$ cat config.mk
export PLATFORM = sky130hd
export DESIGN_NAME = tlls_mac
export DESIGN_NICKNAME = d
export VERILOG_FILES = /design/src/tlls_pkg.sv /design/src/tlls_mac.sv
export SDC_FILE = /design/constraint.sdc
export NUM_CORES = 1
export LEC_CHECK = 0
export BUFFER_PORTS_ARGS = -buffer_cell sky130_fd_sc_hd__buf_2
export CORE_MARGIN = 2
export CORE_UTILIZATION = 60
export CTS_CLUSTER_DIAMETER = 200
export DETAILED_ROUTE_END_ITERATION = 10
export GPL_TIMING_DRIVEN = 0
export PLACE_DENSITY = 0.79
export SLEW_MARGIN = 20
export SYNTH_ARGS = -nofsm -noshare
export SYNTH_HDL_FRONTEND = slang
export SYNTH_SLANG_ARGS = --single-unit
$ cat constraint.sdc
create_clock -name clk -period 21.4 [get_ports clk]
set_clock_uncertainty 0.15 [all_clocks]
set_input_delay 2.14 -clock clk [delete_from_list [all_inputs] [get_ports clk]]
set_output_delay 2.14 -clock clk [all_outputs]
set_load 0.03 [all_outputs]
$ cat src/tlls_pkg.sv
// Shared types and constants for the tail loop length search.
`default_nettype none
package tlls_pkg;
  localparam int ADDR_BITS = 16;
  localparam int CNT_BITS = 17;
  localparam int SAMPLE_BITS = 16;
  localparam int SCORE_BITS = 52;
  localparam int CFG_BITS = 16;
  localparam int CFG_IDX_BITS = 2;

  localparam logic [CFG_IDX_BITS-1:0] REG_MIN_LOOP = 2'd0;
  localparam logic [CFG_IDX_BITS-1:0] REG_MAX_LOOP = 2'd1;
  localparam logic [CFG_IDX_BITS-1:0] REG_CMP_LEN  = 2'd2;
  localparam logic [CFG_IDX_BITS-1:0] REG_STRATEGY = 2'd3;

  localparam logic signed [SCORE_BITS-1:0] SCORE_TOP = {1'b0, {(SCORE_BITS-1){1'b1}}};
  localparam logic signed [SCORE_BITS-1:0] SCORE_BOTTOM = {1'b1, {(SCORE_BITS-1){1'b0}}};

  typedef enum logic [3:0] {
    ST_LOAD, ST_CHECK, ST_SIZE, ST_MOD, ST_READ, ST_WAIT, ST_MAC, ST_NEXT, ST_DONE
  } state_t;

  // control from sequencer to MAC datapath
  typedef struct packed {
    logic clear;
    logic enable;
    logic corr;
  } mac_ctrl_t;
endpackage
`default_nettype wire

$ cat src/tlls_mac.sv
// Shared multiply-accumulate unit with saturating 52-bit accumulator.
`default_nettype none
module tlls_mac
  import tlls_pkg::*;
(
  input  wire logic                          clk,
  input  wire mac_ctrl_t                     ctrl,
  input  wire logic signed [SAMPLE_BITS-1:0] a,
  input  wire logic signed [SAMPLE_BITS-1:0] b,
  output logic signed [SCORE_BITS-1:0]       acc
);
  logic signed [SAMPLE_BITS:0]     diff;
  logic signed [SAMPLE_BITS:0]     op_x;
  logic signed [SAMPLE_BITS:0]     op_y;
  logic signed [2*SAMPLE_BITS+1:0] term;
  logic signed [SCORE_BITS:0]      sum;

  // product or squared difference
  always_comb begin
    diff = SAMPLE_BITS'(0) + ($signed({a[SAMPLE_BITS-1], a}) - $signed({b[SAMPLE_BITS-1], b}));
    op_x = ctrl.corr ? {a[SAMPLE_BITS-1], a} : diff;
    op_y = ctrl.corr ? {b[SAMPLE_BITS-1], b} : diff;
    term = op_x * op_y;
    sum  = {acc[SCORE_BITS-1], acc} + (SCORE_BITS+1)'(term);
  end

  // saturating accumulate
  always_ff @(posedge clk) begin
    if (ctrl.clear) begin
      acc <= '0;
    end else if (ctrl.enable) begin
      if (sum[SCORE_BITS] != sum[SCORE_BITS-1])
        acc <= sum[SCORE_BITS] ? SCORE_BOTTOM : SCORE_TOP;
      else
        acc <= sum[SCORE_BITS-1:0];
    end
  end
endmodule
`default_nettype wire

# Yosys cells after proc, flatten, opt, wreduce, memory -nomap -nowiden
# Cells that the tools add are included.
# word_totals
register_bits	52
latchBits	0
mem_bits_rw	0
romBits	0
in_bits	36
out_inout_bits	52
word_cells	9
memories	0
# classes
n_addsub	2
multipliers	1
n_div	0
magnitude_cmp	0
eq_ne	1
shifts	0
muxes	4
bitwise_logic	0
reduce_logical	0
# op_table
op	count
$mux 52	2
$add 52x34->53	1
$mul 17x17->34	1
$mux 17	2
$sub 16x16->17	1
$ne 1x1->1	1

# Longest topological paths before layout
# logic_depth
ltp_word	6
mapped_depth	39
ltp_nobuf	36

# Worst setup path after synthesis
# Ideal clock, no wire load.
# synth_timing
path_type	input -> register
startpoint	input port b[2]
endpoint	register acc[25]
setup_ps	81
t_arrival_ps	11638
required_ps	21169
path_slack_ps	9530
stages	37
n_path_buf	3
cell_sequence	inv_1 > ha_1 > nor2b_1 > o21ai_0 > a21boi_0 > o21ai_0 > a21oi_1 > o2111ai_1 > a21oi_1 > o21ai_0 > a21o_1 > clkbuf_1 > nand2_1 > fa_1 > inv_1 > fa_1 > fa_1 > inv_1 > fa_1 > inv_1 > fa_1 > inv_1 > fa_1 > inv_1 > ha_1 > nand4_1 > or3_1 > a311o_1 > a211oi_2 > o211ai_1 > nand2_2 > a211oi_1 > or3_1 > buf_6 > buf_6 > maj3_2 > a211oi_2
# synth_via
elab_chain_len	6
word_cells_on_any_way	8
cone_classes	2 x add/sub; 1 x mul; 1 x eq/ne; 4 x mux
# synth_lines
item	line	source
from (decl)	tlls_mac.sv:9	input wire logic signed [SAMPLE_BITS-1:0] b,
$sub 16x16->17	tlls_mac.sv:20	diff = SAMPLE_BITS'(0) + ($signed({a[SAMPLE_BITS-1], a}) - $signed({b[SAMPLE_BITS-1], b}));
$mux 17 (on tied branches)	tlls_mac.sv:21, tlls_mac.sv:22	
$mul 17x17->34 (*)	tlls_mac.sv:23	term = op_x * op_y;
$add 52x34->53 (*)	tlls_mac.sv:24	sum = {acc[SCORE_BITS-1], acc} + (SCORE_BITS+1)'(term);
$mux 52 or $ne 1x1->1 (tied branches)	tlls_mac.sv:33, tlls_mac.sv:32	
$mux 52 (*)	tlls_mac.sv:32	if (sum[SCORE_BITS] != sum[SCORE_BITS-1])
to (signal assigned)	tlls_mac.sv:33	acc <= sum[SCORE_BITS] ? SCORE_BOTTOM : SCORE_TOP;
to (signal assigned)	tlls_mac.sv:35	acc <= sum[SCORE_BITS-1:0];
to (decl)	tlls_mac.sv:10	output logic signed [SCORE_BITS-1:0] acc
# Mark *: on every way between the ends. The rest lies on a longest branch, timed or not.
# A chain may end at the register's enable or synchronous reset.

# Final worst setup path
# layout_timing
startpoint	input port a[0]
endpoint	register acc[3]
# layout_via
elab_chain_len	6
word_cells_on_any_way	8
cone_classes	2 x add/sub; 1 x mul; 1 x eq/ne; 4 x mux
# layout_lines
item	line	source
from (decl)	tlls_mac.sv:8	input wire logic signed [SAMPLE_BITS-1:0] a,
$sub 16x16->17	tlls_mac.sv:20	
$mux 17 (on tied branches)	tlls_mac.sv:21, tlls_mac.sv:22	
$mul 17x17->34 (*)	tlls_mac.sv:23	
$add 52x34->53 (*)	tlls_mac.sv:24	
$mux 52 or $ne 1x1->1 (tied branches)	tlls_mac.sv:33, tlls_mac.sv:32	
$mux 52 (*)	tlls_mac.sv:32	
# Marks and branches as above.

==> metrics.cfg <==
[run_status]
status=finished, final reports clean

[timing]
tightest_slew_ns=1.13
worst_slew_margin_rel_pct=24.5
timing.fmax_mhz=73.4
min_period_over_period_pct=63.7
drv_slew=0
hold_viol=0
fin_crit_ns=13.63
rsz0062_at_grt=no
setup_viol=0
fin_hold_ws_ns=0.365
finalSetupTns_ns=0

[synthesis]
yosysMostFrequentCell=inv_1
yosysWarnings=0
synth_area_leader_cell=fa_1
synthCells=2333
syn_nets=2968
ys_ff_latch=52
synthDistinctLibCells=65
ys_async_sr_fraction_pct=0
synthTopCellsByCount=inv_1 (623), fa_1 (442), nand2_1 (237)
synth_top_area_share_pct=44.2
synth_top_flop_cell=dfxtp_1
synth-edff-count=0
synth_area_leaders=fa_1 (44%), inv_1 (12%), ha_1 (9.8%)
ys_seq_area_share_pct=5.20
syn_area_um2=20000
syn_area_per_cell_um2=8.59

[finish]
postLayoutCoreUtil_pct=65.0
area_growth_pct=6.14
largest_reg_flops=52
drive_gt1_share_pct=7.45
regMostFlops=acc
reg_top3=acc x52
nets=3063
diodes=0
fillers=2776
final_cell_area_um2=21300

[floorplanning]
fp.dieH_um=187
core_area_um2=32700
io_pins=88
die_w_um=187
die-area_um2=34900
start_util_pct=61.3
fp-row-count=66

[clock_tree]
tritoncts=built
cts_setup_buffers=0
clock_path_buffers=2
cts_resized=0
cts_root_buf=clkbuf_16
clk_pin_slew_ns=0.08
htreeDepth=2
cts.sinks=52
cts_inserted_buffers=5
cts_hold_buf=0
clk_latency_ns=0.32

[routing]
wl_per_cell_um=18.9
via_per_inst=5.63
detail-route-antenna-nets=0
drt_iter0_drc=1212
drt-total-wl_um=54200
dr.pass1.iters=6
drc=0
vias=16200

[placement]
hpwl_um=47100
place_congestion=0.938
numPortBuffers=85
placedInstanceArea_um2=21100

[global_route]
grt_pass1_vias=17100
grt-ovfl-total=0
grt_pass1_wl_um=89500
grt_use_total_pct=32.6
grt_max_degree=34
antenna_found_initial=0

[run]
timing.max_cap.violations=0

[worst_hold_path]
hold_start=acc[40]$_SDFFE_PP0P_
holdPathStages=2
hold_end=acc[40]$_SDFFE_PP0P_
min_path_type=reg2reg

[worst_setup_path]
path_buf_inv=8
reg2regPathDepth=24
crit_slowest_cell=a21oi_1
setup.worst_path.class=in2reg
path_max_fanout=14
required_ns=21.47
r2r_setup_slack_ns=13.86
crit_family=adder cells
crit_path_end_kind=register
cp.arrival_ns=13.70
path_common_cell=fa_1
start_kind=input pin
slowest_delay_ns=0.92
regToRegEndpoint=acc[3]$_SDFFE_PP0P_
r2r-start=acc[16]$_SDFFE_PP0P_

through the flow:
stage | instances | setup slack [ns]
finish | 2871 | 7.77
global route | 2871 | 7.07
global placement | 2860 | 7.62
detailed placement | 2863 | 7.37
CTS | 2871 | 7.66
floorplan | 2333 | 9.53
layout by cell type, fill, tap and decap left out, types with 15 or more instances in the layout:
cell,netlist,layout
and2_1,19,19
nand3_1,20,20
nor3_1,22,21
clkbuf_1,68,68
a311oi_1,15,15
o21ai_0,61,61
a211oi_2,30,30
xnor2_1,34,34
maj3_2,29,29
inv_1,623,622
a21oi_1,90,89
xor2_1,23,23
dfxtp_1,52,52
fa_1,442,441
buf_2,1,86
nand2_1,237,235
nor2_1,221,221
a21o_1,35,35
ha_1,157,157
worst max-delay path by stage:
stage / startpoint / slack [ns] / end / cells past startpoint
final: a[0] / 7.77 / acc[3]$_SDFFE_PP0P_ / 36
after global placement: b[2] / 7.62 / acc[45]$_SDFFE_PP0P_ / 37
after global routing: a[0] / 7.07 / acc[3]$_SDFFE_PP0P_ / 36
after CTS: a[0] / 7.66 / acc[3]$_SDFFE_PP0P_ / 37
after detailed placement: a[0] / 7.37 / acc[44]$_SDFFE_PP0P_ / 37
after floorplan: b[2] / 9.53 / acc[25]$_SDFFE_PP0P_ / 37
metal layers:
layer,vias up,share of wire [%],global-route usage [%]
met5,-,0,0
met4,0,4.2,11.2
met3,128,6.8,3.72
met2,628,49,55.2
met1,8137,40,43.8
li1,7260,-,-
worst register-to-register path: cells and delay by family, from the launching register on:
kind	cells	cell delay (ns)
flip-flops	1	0.42
AND/OR/NAND/NOR	4	1.43
AO/OA/AOI/OAI	6	1.34
adder cells (fa/ha/maj)	7	3.39
buffers and inverters	7	0.69
cells by family after synthesis:
family	share of synthesized area [%]
buffers and inverters	13.3
adders and majority gates	56.0
and+or+nand+nor	11.7
AOI/OAI and AO/OA	11.0
xor gates and xnor gates	2.49
DFF	5.20
muxes	0.319
layout make-up:
| cell class | count | area, µm² | share of cell area (%) |
|---|---|---|---|
| Buffer | 79 | 329 | 1.55 |
| Clock buffer | 5 | 125 | 0.588 |
| Clock inverter | 3 | 27.5 | 0.129 |
| Inverter | 624 | 2340 | 11.0 |
| Multi-Input combinational cell | 1578 | 16400 | 76.9 |
| Sequential cell | 52 | 1040 | 4.90 |
| Tap cell | 442 | 553 | 2.60 |
| Timing Repair Buffer | 88 | 493 | 2.32 |
Power is left out: the tool's default activity adds up to more than one toggle a clock period on the data nets, which glitch-free logic cannot reach.
